## src/rtl/core/fls_pkg.sv

```systemverilog
// Shared types, constants and codes for the fuzzy logic stack evaluator.
// No dependencies; used by every module of the block but fls_ram.
package fls_pkg;

  // Stack geometry
  localparam int unsigned STACK_DEPTH = 16;
  localparam int unsigned ADDR_W      = $clog2(STACK_DEPTH);
  localparam int unsigned DEPTH_W     = $clog2(STACK_DEPTH + 1);

  // Q1.16 truth values
  localparam int unsigned VAL_W  = 17;
  localparam int unsigned FRAC_W = 16;
  localparam logic [VAL_W-1:0] Q_ONE  = VAL_W'(1) << FRAC_W;
  localparam logic [VAL_W-1:0] Q_ZERO = '0;

  // Square root unit: one result bit per step
  localparam int unsigned SQRT_STEPS = VAL_W;
  localparam int unsigned SQRT_CNT_W = $clog2(SQRT_STEPS);
  localparam int unsigned REM_W      = VAL_W + 4;
  localparam int unsigned PROD_W     = 2 * VAL_W;

  typedef enum logic [2:0] {
    CMD_CLEAR      = 3'd0,
    CMD_PUSH       = 3'd1,
    CMD_AND        = 3'd2,
    CMD_OR         = 3'd3,
    CMD_NOT        = 3'd4,
    CMD_VERY       = 3'd5,
    CMD_SOMEWHAT   = 3'd6,
    CMD_GET_SCALAR = 3'd7
  } cmd_e;

  typedef enum logic [1:0] {
    ST_OK    = 2'd0,
    ST_UNDER = 2'd1,
    ST_OVER  = 2'd2
  } status_e;

  // Datapath operations, one per cycle
  typedef enum logic [4:0] {
    DP_NOP,
    DP_CLEAR,
    DP_PUSH,
    DP_UNDER,
    DP_OVER,
    DP_RD_TOP,
    DP_BIN_A,
    DP_BIN_WB,
    DP_NOT_WB,
    DP_MUL,
    DP_VERY_WB,
    DP_SQRT_INIT,
    DP_SQRT_STEP,
    DP_SQRT_WB,
    DP_SCAN_FIRST,
    DP_SCAN_STEP,
    DP_SCAN_TOP
  } dp_op_e;

  typedef struct packed {
    logic [2:0]       command;
    logic [VAL_W-1:0] operand;
  } fls_req_t;

  typedef struct packed {
    logic [VAL_W-1:0] value_out;
    logic [1:0]       status;
  } fls_rsp_t;

  // Controller to datapath
  typedef struct packed {
    logic   load_req;
    logic   load_out;
    dp_op_e op;
  } fls_ctrl_t;

  // Datapath to controller
  typedef struct packed {
    cmd_e cmd;
    logic full;
    logic lt2;
    logic empty;
    logic scan_top;
    logic sqrt_last;
  } fls_stat_t;

  function automatic logic [VAL_W-1:0] min_val(input logic [VAL_W-1:0] a,
                                               input logic [VAL_W-1:0] b);
    return (a < b) ? a : b;
  endfunction

  function automatic logic [VAL_W-1:0] max_val(input logic [VAL_W-1:0] a,
                                               input logic [VAL_W-1:0] b);
    return (a > b) ? a : b;
  endfunction

endpackage

```

## src/rtl/core/fls_ram.sv

```systemverilog
// Generic single-write, single-read RAM with registered read data.
// No dependencies.
module fls_ram #(
  parameter int unsigned WIDTH = 8,
  parameter int unsigned DEPTH = 16
) (
  input  logic                     clk_i,
  input  logic                     we_i,
  input  logic [$clog2(DEPTH)-1:0] waddr_i,
  input  logic [WIDTH-1:0]         wdata_i,
  input  logic [$clog2(DEPTH)-1:0] raddr_i,
  output logic [WIDTH-1:0]         rdata_o
);

  logic [WIDTH-1:0] mem_q [DEPTH];
  logic [WIDTH-1:0] rdata_q;

  always_ff @(posedge clk_i) begin
    if (we_i) begin
      mem_q[waddr_i] <= wdata_i;
    end
    rdata_q <= mem_q[raddr_i];
  end

  assign rdata_o = rdata_q;

endmodule

```

## src/rtl/core/fls_datapath.sv

```systemverilog
// Datapath: stack RAM, depth counter, squarer, bit-serial square root,
// scan accumulator and output register. Depends on fls_pkg and fls_ram.
module fls_datapath (
  input  logic              clk_i,
  input  logic              rst_ni,
  input  fls_pkg::fls_req_t req_i,
  input  fls_pkg::fls_ctrl_t ctrl_i,
  output fls_pkg::fls_stat_t stat_o,
  output fls_pkg::fls_rsp_t rsp_o
);

  localparam int unsigned AW = fls_pkg::ADDR_W;
  localparam int unsigned DW = fls_pkg::DEPTH_W;
  localparam int unsigned VW = fls_pkg::VAL_W;
  localparam int unsigned FW = fls_pkg::FRAC_W;
  localparam int unsigned RW = fls_pkg::REM_W;
  localparam int unsigned PW = fls_pkg::PROD_W;
  localparam int unsigned CW = fls_pkg::SQRT_CNT_W;

  fls_pkg::fls_req_t req_q;
  fls_pkg::fls_rsp_t out_q;
  logic [DW-1:0] depth_q, depth_d;
  logic [VW-1:0] a_q, acc_q, res_q;
  fls_pkg::status_e st_q;
  logic [AW-1:0] idx_q;
  logic [PW-1:0] prod_q;
  logic [PW-1:0] x_q;
  logic [RW-1:0] rem_q, rem_next;
  logic [VW-1:0] root_q, root_next;
  logic [CW-1:0] cnt_q;

  logic [DW-1:0] top_idx, second_idx;
  logic [AW-1:0] top_addr, second_addr;
  logic          we;
  logic [AW-1:0] waddr, raddr;
  logic [VW-1:0] wdata, rdata, rdata_sat, sat_opnd, bin_res;
  logic [RW-1:0] rem_shift, trial;
  logic          trial_ge;
  fls_pkg::cmd_e cmd;

  assign cmd         = fls_pkg::cmd_e'(req_q.command);
  assign top_idx     = depth_q - DW'(1);
  assign second_idx  = depth_q - DW'(2);
  assign top_addr    = top_idx[AW-1:0];
  assign second_addr = second_idx[AW-1:0];
  assign rdata_sat   = fls_pkg::min_val(rdata, fls_pkg::Q_ONE);
  assign sat_opnd    = fls_pkg::min_val(req_q.operand, fls_pkg::Q_ONE);
  assign bin_res     = (cmd == fls_pkg::CMD_AND) ? fls_pkg::min_val(a_q, rdata)
                                                 : fls_pkg::max_val(a_q, rdata);

  // One square root step: bring down two bits, try to subtract
  assign rem_shift = {rem_q[RW-3:0], x_q[PW-1 -: 2]};
  assign trial     = RW'({root_q, 2'b01});
  assign trial_ge  = (rem_shift >= trial);
  assign rem_next  = trial_ge ? (rem_shift - trial) : rem_shift;
  assign root_next = {root_q[VW-2:0], trial_ge};

  // Stack RAM ports
  always_comb begin
    we    = 1'b0;
    waddr = top_addr;
    wdata = fls_pkg::Q_ZERO;
    raddr = top_addr;
    case (ctrl_i.op)
      fls_pkg::DP_PUSH: begin
        we    = 1'b1;
        waddr = depth_q[AW-1:0];
        wdata = sat_opnd;
      end
      fls_pkg::DP_BIN_A: raddr = second_addr;
      fls_pkg::DP_BIN_WB: begin
        we    = 1'b1;
        waddr = second_addr;
        wdata = bin_res;
      end
      fls_pkg::DP_NOT_WB: begin
        we    = 1'b1;
        wdata = fls_pkg::Q_ONE - rdata_sat;
      end
      fls_pkg::DP_VERY_WB: begin
        we    = 1'b1;
        wdata = prod_q[FW+VW-1:FW];
      end
      fls_pkg::DP_SQRT_WB: begin
        we    = 1'b1;
        wdata = fls_pkg::min_val(root_q, fls_pkg::Q_ONE);
      end
      fls_pkg::DP_SCAN_FIRST: raddr = '0;
      fls_pkg::DP_SCAN_STEP:  raddr = idx_q + AW'(1);
      default: ;
    endcase
  end

  fls_ram #(
    .WIDTH(VW),
    .DEPTH(fls_pkg::STACK_DEPTH)
  ) u_stack_ram (
    .clk_i  (clk_i),
    .we_i   (we),
    .waddr_i(waddr),
    .wdata_i(wdata),
    .raddr_i(raddr),
    .rdata_o(rdata)
  );

  // Depth update
  always_comb begin
    depth_d = depth_q;
    case (ctrl_i.op)
      fls_pkg::DP_CLEAR:  depth_d = '0;
      fls_pkg::DP_PUSH:   depth_d = depth_q + DW'(1);
      fls_pkg::DP_BIN_WB: depth_d = top_idx;
      default: ;
    endcase
  end

  always_ff @(posedge clk_i or negedge rst_ni) begin
    if (!rst_ni) begin
      depth_q <= '0;
    end else begin
      depth_q <= depth_d;
    end
  end

  // Working registers and result
  always_ff @(posedge clk_i) begin
    if (ctrl_i.load_req) begin
      req_q <= req_i;
    end
    if (ctrl_i.load_out) begin
      out_q.value_out <= res_q;
      out_q.status    <= st_q;
    end
    case (ctrl_i.op)
      fls_pkg::DP_CLEAR: begin
        res_q <= fls_pkg::Q_ZERO;
        st_q  <= fls_pkg::ST_OK;
      end
      fls_pkg::DP_PUSH: begin
        res_q <= sat_opnd;
        st_q  <= fls_pkg::ST_OK;
      end
      fls_pkg::DP_UNDER: begin
        res_q <= fls_pkg::Q_ZERO;
        st_q  <= fls_pkg::ST_UNDER;
      end
      fls_pkg::DP_OVER: begin
        res_q <= fls_pkg::Q_ZERO;
        st_q  <= fls_pkg::ST_OVER;
      end
      fls_pkg::DP_BIN_A: a_q <= rdata;
      fls_pkg::DP_MUL:   prod_q <= PW'(rdata_sat) * PW'(rdata_sat);
      fls_pkg::DP_SQRT_INIT: begin
        x_q    <= PW'({rdata_sat, FW'(0)});
        rem_q  <= '0;
        root_q <= '0;
        cnt_q  <= CW'(fls_pkg::SQRT_STEPS - 1);
      end
      fls_pkg::DP_SQRT_STEP: begin
        x_q    <= x_q << 2;
        rem_q  <= rem_next;
        root_q <= root_next;
        cnt_q  <= cnt_q - CW'(1);
      end
      fls_pkg::DP_BIN_WB, fls_pkg::DP_NOT_WB, fls_pkg::DP_VERY_WB,
      fls_pkg::DP_SQRT_WB: begin
        res_q <= wdata;
        st_q  <= fls_pkg::ST_OK;
      end
      fls_pkg::DP_SCAN_FIRST: begin
        acc_q <= fls_pkg::Q_ONE;
        idx_q <= '0;
      end
      fls_pkg::DP_SCAN_STEP: begin
        // Entry below the top: fold in its complement
        acc_q <= fls_pkg::min_val(acc_q, fls_pkg::Q_ONE - rdata_sat);
        idx_q <= idx_q + AW'(1);
      end
      fls_pkg::DP_SCAN_TOP: begin
        // Top entry of a scan closes the result
        res_q <= fls_pkg::min_val(acc_q, rdata);
        st_q  <= fls_pkg::ST_OK;
      end
      default: ;
    endcase
  end

  // Status back to the controller
  assign stat_o.cmd       = cmd;
  assign stat_o.full      = (depth_q >= DW'(fls_pkg::STACK_DEPTH));
  assign stat_o.lt2       = (depth_q < DW'(2));
  assign stat_o.empty     = (depth_q == '0);
  assign stat_o.scan_top  = (idx_q == top_addr);
  assign stat_o.sqrt_last = (cnt_q == '0);

  assign rsp_o = out_q;

endmodule

```

## src/rtl/core/fls_ctrl.sv

```systemverilog
// Controller: sequences one request at a time through the datapath and
// owns both handshakes. Depends on fls_pkg.
module fls_ctrl (
  input  logic               clk_i,
  input  logic               rst_ni,
  input  logic               in_valid_i,
  output logic               in_stall_o,
  output logic               out_valid_o,
  input  logic               out_stall_i,
  input  fls_pkg::fls_stat_t stat_i,
  output fls_pkg::fls_ctrl_t ctrl_o
);

  typedef enum logic [3:0] {
    S_IDLE,
    S_DECODE,
    S_RD_A,
    S_RD_B,
    S_MUL,
    S_SQRT,
    S_SQRT_WB,
    S_SCAN,
    S_DONE
  } state_e;

  state_e state_q, state_d;
  logic   out_valid_q, out_valid_d;

  assign in_stall_o  = (state_q != S_IDLE);
  assign out_valid_o = out_valid_q;

  // Next state and datapath command
  always_comb begin
    state_d         = state_q;
    ctrl_o.load_req = 1'b0;
    ctrl_o.load_out = 1'b0;
    ctrl_o.op       = fls_pkg::DP_NOP;
    case (state_q)
      S_IDLE: begin
        if (in_valid_i) begin
          ctrl_o.load_req = 1'b1;
          state_d         = S_DECODE;
        end
      end
      S_DECODE: begin
        state_d = S_DONE;
        case (stat_i.cmd)
          fls_pkg::CMD_CLEAR: ctrl_o.op = fls_pkg::DP_CLEAR;
          fls_pkg::CMD_PUSH:
            ctrl_o.op = stat_i.full ? fls_pkg::DP_OVER : fls_pkg::DP_PUSH;
          fls_pkg::CMD_AND, fls_pkg::CMD_OR: begin
            if (stat_i.lt2) begin
              ctrl_o.op = fls_pkg::DP_UNDER;
            end else begin
              ctrl_o.op = fls_pkg::DP_RD_TOP;
              state_d   = S_RD_A;
            end
          end
          fls_pkg::CMD_GET_SCALAR: begin
            if (stat_i.empty) begin
              ctrl_o.op = fls_pkg::DP_UNDER;
            end else begin
              ctrl_o.op = fls_pkg::DP_SCAN_FIRST;
              state_d   = S_SCAN;
            end
          end
          default: begin
            if (stat_i.empty) begin
              ctrl_o.op = fls_pkg::DP_UNDER;
            end else begin
              ctrl_o.op = fls_pkg::DP_RD_TOP;
              state_d   = S_RD_A;
            end
          end
        endcase
      end
      S_RD_A: begin
        case (stat_i.cmd)
          fls_pkg::CMD_AND, fls_pkg::CMD_OR: begin
            ctrl_o.op = fls_pkg::DP_BIN_A;
            state_d   = S_RD_B;
          end
          fls_pkg::CMD_VERY: begin
            ctrl_o.op = fls_pkg::DP_MUL;
            state_d   = S_MUL;
          end
          fls_pkg::CMD_SOMEWHAT: begin
            ctrl_o.op = fls_pkg::DP_SQRT_INIT;
            state_d   = S_SQRT;
          end
          default: begin
            ctrl_o.op = fls_pkg::DP_NOT_WB;
            state_d   = S_DONE;
          end
        endcase
      end
      S_RD_B: begin
        ctrl_o.op = fls_pkg::DP_BIN_WB;
        state_d   = S_DONE;
      end
      S_MUL: begin
        ctrl_o.op = fls_pkg::DP_VERY_WB;
        state_d   = S_DONE;
      end
      S_SQRT: begin
        ctrl_o.op = fls_pkg::DP_SQRT_STEP;
        if (stat_i.sqrt_last) begin
          state_d = S_SQRT_WB;
        end
      end
      S_SQRT_WB: begin
        ctrl_o.op = fls_pkg::DP_SQRT_WB;
        state_d   = S_DONE;
      end
      S_SCAN: begin
        // Top entry closes the result
        if (stat_i.scan_top) begin
          ctrl_o.op = fls_pkg::DP_SCAN_TOP;
          state_d   = S_DONE;
        end else begin
          ctrl_o.op = fls_pkg::DP_SCAN_STEP;
        end
      end
      S_DONE: begin
        if (!out_valid_q || !out_stall_i) begin
          ctrl_o.load_out = 1'b1;
          state_d         = S_IDLE;
        end
      end
      default: state_d = S_IDLE;
    endcase
  end

  assign out_valid_d = ctrl_o.load_out | (out_valid_q & out_stall_i);

  // State and registered outputs
  always_ff @(posedge clk_i or negedge rst_ni) begin
    if (!rst_ni) begin
      state_q     <= S_IDLE;
      out_valid_q <= 1'b0;
    end else begin
      state_q     <= state_d;
      out_valid_q <= out_valid_d;
    end
  end

endmodule

```

## src/rtl/core/fuzzy_logic_stack_evaluator.sv

```systemverilog
// Somewhat uses a 17-step bit-serial square root, and get-scalar does one
// stack RAM read per entry.
// Throughput: one request at a time; the next is taken once the result
// sits in the output register. Reset clears the depth and the handshakes;
// stack contents are not cleared.
module fuzzy_logic_stack_evaluator (
  input  logic              clk_i,
  input  logic              rst_ni,
  input  logic              in_valid_i,
  output logic              in_stall_o,
  input  fls_pkg::fls_req_t in_req_i,
  output logic              out_valid_o,
  input  logic              out_stall_i,
  output fls_pkg::fls_rsp_t out_rsp_o
);

  fls_pkg::fls_ctrl_t ctrl;
  fls_pkg::fls_stat_t stat;

  fls_ctrl u_ctrl (
    .clk_i      (clk_i),
    .rst_ni     (rst_ni),
    .in_valid_i (in_valid_i),
    .in_stall_o (in_stall_o),
    .out_valid_o(out_valid_o),
    .out_stall_i(out_stall_i),
    .stat_i     (stat),
    .ctrl_o     (ctrl)
  );

  fls_datapath u_datapath (
    .clk_i (clk_i),
    .rst_ni(rst_ni),
    .req_i (in_req_i),
    .ctrl_i(ctrl),
    .stat_o(stat),
    .rsp_o (out_rsp_o)
  );

endmodule

```

## config.mk

```make
export PLATFORM = sky130hd
export DESIGN_NAME = fuzzy_logic_stack_evaluator
export DESIGN_NICKNAME = d
export VERILOG_FILES = /design/src/rtl/core/fls_pkg.sv /design/src/rtl/core/fls_ram.sv /design/src/rtl/core/fls_datapath.sv /design/src/rtl/core/fls_ctrl.sv /design/src/rtl/core/fuzzy_logic_stack_evaluator.sv
export SDC_FILE = /design/constraint.sdc
export NUM_CORES = 1
export LEC_CHECK = 0
export BUFFER_PORTS_ARGS = -buffer_cell sky130_fd_sc_hd__buf_2
export CAP_MARGIN = 20
export CORE_UTILIZATION = 25
export CTS_BUF_LIST = sky130_fd_sc_hd__clkbuf_16
export CTS_CLUSTER_DIAMETER = 40
export DETAILED_ROUTE_END_ITERATION = 7
export PLACE_DENSITY_LB_ADDON = 0.05
export SLEW_MARGIN = 20
export SYNTH_ARGS = -nofsm -noshare
export SYNTH_HDL_FRONTEND = slang
export SYNTH_HIERARCHICAL = 1
export SYNTH_SLANG_ARGS = --single-unit
```

## constraint.sdc

```tcl
create_clock -name clk_i -period 8.5 [get_ports clk_i]
set_clock_uncertainty 0.15 [all_clocks]
set_input_delay 0.85 -clock clk_i [delete_from_list [all_inputs] [get_ports clk_i]]
set_output_delay 0.85 -clock clk_i [all_outputs]
set_load 0.05 [all_outputs]
```

# Yosys cells after proc, flatten, opt, wreduce, memory -nomap -nowiden
# Memory sizes are Yosys's and may differ from the RTL's. A register that Yosys moved wholly into a read port is not among the register bits.
# Index checks and enable logic that the tools add are counted.
[op_classes]
reduce_logical = 22
mux = 46
order_cmp = 10
eq_ne = 35
n_addsub = 7
multipliers = 1
bitwise = 2
[ops]
columns = ["cell", "n"]
rows = [
  ["2-to-1 mux 17 bit", 8],
  ["one-hot mux 17 bit (5 select lines)", 1],
  ["one-hot mux 17 bit (2 select lines)", 2],
  ["one-hot mux 17 bit (4 select lines)", 1],
  ["one-hot mux 34 bit (2 select lines)", 1],
  ["< comparator 17 bit", 3],
  ["< comparator 17 bit, second input constant", 3],
  ["one-hot mux 4 bit (3 select lines)", 4],
  ["== test 5 x 4 -> 1 bit, second input constant", 8],
  ["one-hot mux 19 bit (2 select lines)", 1],
  ["one-hot mux 5 bit (7 select lines)", 1],
  ["multiplier 17 x 17 -> 33 bit", 1],
  ["2-to-1 mux 4 bit", 8],
  ["one-hot mux 4 bit (7 select lines)", 1],
  [">= comparator 21 x 19 -> 1 bit", 1],
  ["one-hot mux 5 bit (4 select lines)", 1],
  ["2-to-1 mux 19 bit", 1],
  ["subtractor 19 bit", 1],
  ["> comparator 17 bit", 1],
  ["subtractor 17 bit, first input constant", 1],
  ["== test 4 x 3 -> 1 bit, second input constant", 4],
  ["one-hot mux 4 bit (2 select lines)", 2],
  ["== test 5 x 3 -> 1 bit, second input constant", 3],
  ["one-hot mux 5 bit (3 select lines)", 1],
  ["other kinds (40)", 64],
]
[word_totals]
mem_count = 1
regBits = 214
out_inout_bits = 21
input_bits = 24
ramBits = 272
[memory_table]
columns = ["name", "depth", "width", "read_ports", "rd_clocked_by_memory_dff", "wr", "line_no", "rtl"]
rows = [
  ["u_datapath.u_stack_ram.mem_q", 16, 17, 1, 1, 1, "fls_ram.sv:15", "logic [WIDTH-1:0] mem_q [DEPTH];"],
]

# Depth between registers and ports, before layout
# Gate-level depths: netlist of run 1.
[logic_depth]
ltp_word = 9
mapped_depth = 28
mapped_depth_nobuf = 26

# Cells and area by module
# The synthesis of run 1 kept the hierarchy.
[by_module_without_submodules]
columns = ["module", "instances", "area_each_um2", "cells_per_inst", "seq_area_each_um2"]
rows = [
  ["fls_datapath", 1, 17962.2, 1816, 5290.1],
  ["fls_ram", 1, 10637.7, 458, 8508.2],
  ["fls_ctrl", 1, 640.6, 82, 125.1],
]

# Worst setup path after synthesis of run 1
# No wires, ideal clock.
[synth_path]
path_kind = "register -> register"
start = "register u_datapath.u_stack_ram.rdata_q[16], in the netlist u_datapath/u_stack_ram/rdata_o[16] (read register of u_datapath.u_stack_ram.mem_q)"
end = "register u_datapath.prod_q[32] (data pin)"
path_slack_ps = 1297
setup_time_ps = 265
path_stages_with_launch = 28
path_buffers = 4
required_time_ps = 8085
arrival_time_ps = 6787
synth_period_minus_slack_ps = 7203
path_cell_list = "dfxtp_1 -> clkbuf_1 -> clkbuf_1 -> clkbuf_1 -> nor2_1 -> clkbuf_1 -> nand2_1 -> fa_1 -> inv_1 -> fa_1 -> inv_1 -> fa_1 -> inv_1 -> fa_1 -> fa_1 -> inv_1 -> fa_1 -> inv_1 -> ha_1 -> a21oi_1 -> o2111ai_4 -> nor4_4 -> nor4b_4 -> a41oi_2 -> o21a_2 -> a21oi_4 -> and4_1 -> or3_1"
[synth_between]
elab_chain_cells = 3
[synth_lines]
columns = ["element", "line_no", "rtl"]
rows = [
  ["from (decl)", "fls_ram.sv:16", "logic [WIDTH-1:0] rdata_q;"],
  ["< comparator 17 bit", "fls_pkg.sv:89", "return (a < b) ? a : b;"],
  ["2-to-1 mux 17 bit *", "fls_pkg.sv:89", ""],
  ["multiplier 17 x 17 -> 33 bit *", "fls_datapath.sv:152", "fls_pkg::DP_MUL: prod_q <= PW'(rdata_sat) * PW'(rdata_sat);"],
  ["to (signal assigned)", "fls_datapath.sv:152", ""],
  ["to (decl)", "fls_datapath.sv:26", "logic [PW-1:0] prod_q;"],
]
# Mark *: on every way between the ends. The rest lies on a longest branch, timed or not.
# A chain may end at the register's enable or synchronous reset.

# Worst setup path after layout of run 1
[layout_path]
start = "register u_datapath.u_stack_ram.rdata_q[1], in the netlist u_datapath/u_stack_ram/rdata_o[1] (read register of u_datapath.u_stack_ram.mem_q)"
end = "register u_datapath.prod_q[32] (data pin)"
[layout_between]
elab_chain_cells = 3
[layout_lines]
columns = ["element", "line_no", "rtl"]
rows = [
  ["< comparator 17 bit", "fls_pkg.sv:89", ""],
  ["2-to-1 mux 17 bit *", "fls_pkg.sv:89", ""],
  ["named net u_datapath.rdata_sat[1]", "fls_datapath.sv:36", "logic [VW-1:0] wdata, rdata, rdata_sat, sat_opnd, bin_res;"],
  ["multiplier 17 x 17 -> 33 bit *", "fls_datapath.sv:152", ""],
]
# Mark *: on every way through the listed nets, which the timed path passes. The rest lies on a longest branch.

==> flow_summary.toml, run 1 <==
[run_status]
status = "finished clean"

[worst_setup_path]
critical_path_class = "register to register"
cp_slowest_cell = "nor2_2"
cp_max_fo = 11
arrival_ps = 8020
endpoint_kind = "register"
cp.required_ps = 8690
cp_cell_sequence = "inv_1 -> nor2_2 -> inv_1 -> nor2_1 -> fa_1 -> ha_1 -> inv_1 -> fa_1 -> fa_1 -> inv_1 -> fa_1 -> inv_1 -> fa_1 -> inv_1 -> ha_1 -> a21oi_1 -> o2111ai_4 -> nor4_4 -> nor4b_4 -> a41oi_2 -> o21a_2 -> a21oi_4 -> and4_1 -> or3_1"
path_buf_inv = 6
start_kind = "register"
slowest_delay_ps = 610
crit_family = "adder cells"
worst_path_most_repeated_cell = "inv_1"

[sta]
min_period_ps = 7826
maxSlewViolCount = 0
finalSetupViolCount = 0
finalCritPeriodShare_pct = 92.07
fin_ws_ps = 673.7
hold_viol_final = 0
finalSetupTns_ps = 0
slew_headroom_pct = 32.45
clock.fmax_ghz = 0.1278
rsz0062_at_grt = "no"
worst_pin_slew_ps = 1013
hold_slack_ps = 218.3

[synth]
synth_area_per_cell_um2 = 12.41
synthFlopType = "edfxtp_1"
ys_top_cells_by_area = "edfxtp_1 46%, fa_1 13%, ha_1 7.7%"
synth_cells = 2356
synth_cell_types = 99
ys_warn_count = 6
synth_edf_count = 444
synth_top_area_share_pct = 45.60
syn_area_um2 = 29240
yosysMostFrequentCell = "edfxtp_1"
synth.largest_area_cell = "edfxtp_1"
synth-async-reset-ratio_pct = 2.123
synth_common_cells = "444 x edfxtp_1, 321 x inv_1, 209 x nand2_1"
ys_ff_latch = 471
synth-seq-area-share_pct = 47.62

[clock_tree]
clock_sinks = 471
clockRootBuffer = "clkbuf_16"
cts_tree = "built"
cts.clk_slew.worst_paths_ps = 50
cts_htree_levels = 3
cts_buffers = 95
cts_buffer_depth = 3
clock_latency_ps = 660

[grt]
grt_overflow_total = 0
grt_pass1_wl_um = 141100
grt_max_degree = 60
grt_pass1_vias = 20421
antenna_found_initial = 3
grt_use_total_pct = 16.49

[detailed_routing]
vias_per_cell = 4.574
wl_per_cell_um = 23.13
ant_nets = 0
firstDrtPassIters = 5
vias = 18852
drc_errors = 0
wl_um = 95320
drtIter0Drc = 1097

[die]
die-width_um = 344.0
die_h_um = 344.0
core_um2 = 116000
ios = 45
rows = 125
die-area_um2 = 118300
start_util_pct = 25.20

[placement]
pre_cts_ws_ps = 224.2
dp_hpwl_um = 70350
port_buffers = 44
globalplace.congestion = 0.8048

[cells_and_area]
final_util_pct = 30.24
area_delta_synth_final_pct = 20.03
drive_above_1_share_pct = 16.65
fillCellCount = 11851
final_nets = 2909

[min_path]
hold_class = "input port to register"

[flow_run]
drv_cap = 0
[final cells by class]
type	count	area [um^2]	share of cell area, %
repair buffers	143	978.4	2.788
clock inverters	80	833.3	2.374
clock buffers	96	2402	6.845
multi-input cells	1474	13800	39.32
well taps	1524	1907	5.433
flip-flops and latches	471	13920	39.68
inverters	331	1242	3.540
diodes	3	7.507	0.02139
[per-layer routing]
metal / track usage [%] / vias to the layer above / routed length (um)
met4: 5.171 / 0 / 2846
met1: 20.98 / 9733 / 41960
met2: 29.00 / 315 / 48090
li1: - / 8676 / -
met3: 1.995 / 128 / 2421
met5: 0 / - / 0
[stage by stage]
| step | std cells | cell area (um^2) |
|---|---|---|
| final | 4122 | 35100 |
| after global routing | 4119 | 35090 |
| after CTS | 4119 | 35080 |
| after detailed placement | 3942 | 31840 |
| after global placement | 3941 | 31830 |
| after floorplan | 2378 | 29320 |
[timing repair]
action | in CTS | in global routing
gates resized for setup | 0 | 1
setup endpoints to repair | 0 | 2
buffers inserted | 0 | 0
hold endpoints to repair | 10 | 0
hold buffers | 1 | 0
[cells by family after synthesis]
logic type,after synthesis,synth area share [%]
compound gates,348,8.075
buf+inv,433,5.862
xor+xnor,59,1.819
mux,108,6.722
simple gates,566,9.213
other cells,2,0.02568
fa+ha+maj,369,20.67
flops,471,47.62
[registers in the layout, indices dropped and copies added (netlist names), 17 cells and up]
| register | flops |
|---|---|
| u_datapath/a_q | 17 |
| u_datapath/acc_q | 17 |
| u_datapath/prod_q | 17 |
| u_datapath/rem_q | 19 |
| u_datapath/req_q | 17 |
| u_datapath/res_q | 17 |
| u_datapath/root_q | 17 |
| u_datapath/rsp_o | 19 |
| u_datapath/u_stack_ram/mem_q | 272 |
| u_datapath/u_stack_ram/rdata_o | 17 |
| u_datapath/x_q | 18 |
[cells in the final DEF (no fill, tap or decap), drive strengths merged, types with 20 or more instances in the layout]
| cell | n |
|---|---|
| o21ai | 77 |
| o21a | 20 |
| nand2b | 30 |
| inv | 337 |
| clkbuf | 96 |
| nand3 | 20 |
| buf | 142 |
| conb | 24 |
| edfxtp | 444 |
| nand2 | 210 |
| clkinv | 53 |
| xnor2 | 45 |
| nor2 | 151 |
| nor3 | 55 |
| mux2i | 25 |
| a21o | 25 |
| a21oi | 83 |
| ha | 179 |
| mux4 | 68 |
| a22oi | 42 |
| fa | 190 |
[worst register-to-register path: stages, from the launching register on]
cell       delay [ps]
dfxtp_1           530
inv_1             250
nor2_2            610
inv_1             260
nor2_1            440
fa_1              490
ha_1              210
inv_1              70
fa_1              400
fa_1              490
inv_1              50
fa_1              530
inv_1              50
fa_1              530
inv_1              40
ha_1              180
a21oi_1           400
o2111ai_4         230
nor4_4            250
nor4b_4           110
a41oi_2           360
o21a_2            230
a21oi_4            70
and4_1            200
or3_1             370
[final timing paths]
path	endpoint	slack, ps	cells after the start	from
max in group asynchronous	u_datapath/depth_q[2]$_DFFE_PN0P_	7520	2	rst_ni
max	u_datapath/prod_q[32]$_DFFE_PN_	670	24	u_datapath/u_stack_ram/rdata_o[1]$_DFF_P_
max reg2reg	u_datapath/prod_q[32]$_DFFE_PN_	670	24	u_datapath/u_stack_ram/rdata_o[1]$_DFF_P_
min reg2reg	u_datapath/rsp_o[5]$_DFFE_PP_	280	0	u_datapath/res_q[3]$_DFFE_PP_
min	u_datapath/cmd[1]$_DFFE_PP_	220	1	in_req_i[18]
min in group asynchronous	u_ctrl/state_q[3]$_DFFE_PN0P_	450	2	rst_ni
Power of run 1 is left out: the tool's default activity adds up to more than one toggle a clock period on the data nets, which glitch-free logic cannot reach.
==> run 2, diff against run 1 <==
PLACE_DENSITY_LB_ADDON = 0.25   (was 0.05)
==> flow_summary.toml, run 2 (synthesis gave the netlist of run 1 again) <==
[run_status]
status = "finished clean"

[die]
core_um2 = 116000
die_h_um = 344.0
rows = 125
die-width_um = 344.0
die-area_um2 = 118300
ios = 45
start_util_pct = 25.20

[cells_and_area]
fillCellCount = 11910
most-common-layout-cells = "444 x edfxtp_1, 326 x inv_1, 208 x nand2_1, 190 x fa_1, 179 x ha_1"
largest_reg_flops = 272
drive_above_1_share_pct = 15.11
final_cells = 4058
final_nets = 2873
final_common_cell = "edfxtp_1"
insertedDiodeCount = 0
top_register = "u_datapath/u_stack_ram/mem_q"
area_delta_synth_final_pct = 16.58

[grt]
grt_use_total_pct = 14.25
grt_pass1_vias = 19324
antenna_found_initial = 5
grt_overflow_total = 0
grt_pass1_wl_um = 124900
grt_max_degree = 60

[worst_setup_path]
cp_max_fo = 9
r2r-end = "u_datapath/prod_q[32]$_DFFE_PN_"
endpoint_kind = "register"
arrival_ps = 7800
timing.rr.start = "u_datapath/u_stack_ram/rdata_o[3]$_DFF_P_"
start_kind = "register"
r2r_cells = 24
reg2reg_slack_ps = 900
cp.required_ps = 8700
critical_path_class = "register to register"

[sta]
finalSetupTns_ps = 0
rsz0062_at_grt = "no"
finalCritPeriodShare_pct = 89.46
slew_headroom_pct = 17.35
finalSetupViolCount = 0
maxSlewViolCount = 0
hold_viol_final = 0
hold_slack_ps = 261.2
min_period_ps = 7604
worst_pin_slew_ps = 1228
clock.fmax_ghz = 0.1315

[detailed_routing]
wl_per_cell_um = 20.38
vias_per_cell = 4.563
drc_errors = 0
drtIter0Drc = 1385
wl_um = 82720
vias = 18516
firstDrtPassIters = 7
ant_nets = 0

[clock_tree]
clockRootBuffer = "clkbuf_16"
clock_latency_ps = 610
cts_htree_levels = 3
ctsResizeCount = 0
cts_buffers = 70
cts.clk_slew.worst_paths_ps = 60
clock_sinks = 471
cts_tree = "built"
cts_buffer_depth = 3
cts_setup_buffers = 0

[placement]
dp_hpwl_um = 59950
dp_cells = 3931
port_buffers = 44
globalplace.congestion = 0.8960

[min_path]
hold_path_end = "u_datapath/req_q[6]$_DFFE_PP_"
min_from = "in_req_i[6]"
holdPathStages = 1
hold_class = "input port to register"

[flow_run]
drv_cap = 0
[run 2: cell count changes in the layout (fill, tap and decap cells not counted), sizes merged]
cell      previous run  this run
buf                142       131
bufinv              13         5
clkbuf              96        72
clkinv              53        29
clkinvlp             8         5
diode                3         0
inv                337       346
[run 2: final cells by class]
cell class / instances / area [um^2] / share of cell area, %
sequential: 471 / 13920 / 40.85
multi-input combinational: 1474 / 13790 / 40.46
tap: 1524 / 1907 / 5.594
clock buffer: 72 / 1802 / 5.285
inverter: 331 / 1242 / 3.645
timing repair buffer: 132 / 895.9 / 2.628
clock inverter: 54 / 525.5 / 1.542
[run 2: worst max-delay path by stage]
stage	to	slack, ps	startpoint	cells after the start
after detailed placement	u_datapath/prod_q[32]$_DFFE_PN_	870	u_datapath/u_stack_ram/rdata_o[1]$_DFF_P_	25
after global routing	u_datapath/prod_q[32]$_DFFE_PN_	390	u_datapath/u_stack_ram/rdata_o[1]$_DFF_P_	25
after CTS	u_datapath/prod_q[32]$_DFFE_PN_	840	u_datapath/u_stack_ram/rdata_o[1]$_DFF_P_	25
after global placement	u_datapath/prod_q[32]$_DFFE_PN_	920	u_datapath/u_stack_ram/rdata_o[1]$_DFF_P_	25
after floorplan	u_datapath/prod_q[32]$_DFFE_PN_	1300	u_datapath/u_stack_ram/rdata_o[16]$_DFF_P_	27
final	u_datapath/prod_q[32]$_DFFE_PN_	900	u_datapath/u_stack_ram/rdata_o[3]$_DFF_P_	24
[run 2: layer usage]
layer  share of wire, %  vias to the layer above  GRT usage, %
met5              0.017                        -             0
met4                2.6                        2         4.130
met3                4.9                      125         2.475
met2                 47                      442         23.21
li1                   -                     8589             -
met1                 46                     9358         19.35
[run 2: critical path, cell delays in order, from the launching register on]
cell and delay [ps]:
dfxtp_1 460, clkinv_1 300, nor2_1 420, buf_4 240, nand2_1 80, fa_1 560
inv_1 70, fa_1 500, fa_1 530, fa_1 520, fa_1 540, inv_1 60
fa_1 550, inv_1 50, ha_1 300, clkinv_1 140, o21ai_0 200, a41oi_1 110
nor4b_4 310, buf_4 190, a41oi_2 180, o21a_2 280, a21oi_4 180, nor4_1 70
or3_1 350
[run 2: per-stage QoR]
step / area [um^2] / setup slack, ps / util (%)
floorplan: 29320 / 1297 / -
global placement: 31750 / 915.6 / 27.36
detailed placement: 31750 / 865.2 / 27.36
CTS: 34080 / 837.1 / 29.37
global route: 34090 / 387.3 / 29.37
finish: 34090 / 895.7 / 29.37
[run 2: repair_timing]
| action | 4_1_cts | 5_1_grt |
|---|---|---|
| hold endpoints to repair | 10 | 0 |
| hold buffers | 1 | 0 |
| setup endpoints to repair | 0 | 0 |
Power of run 2 is left out for the same reason.
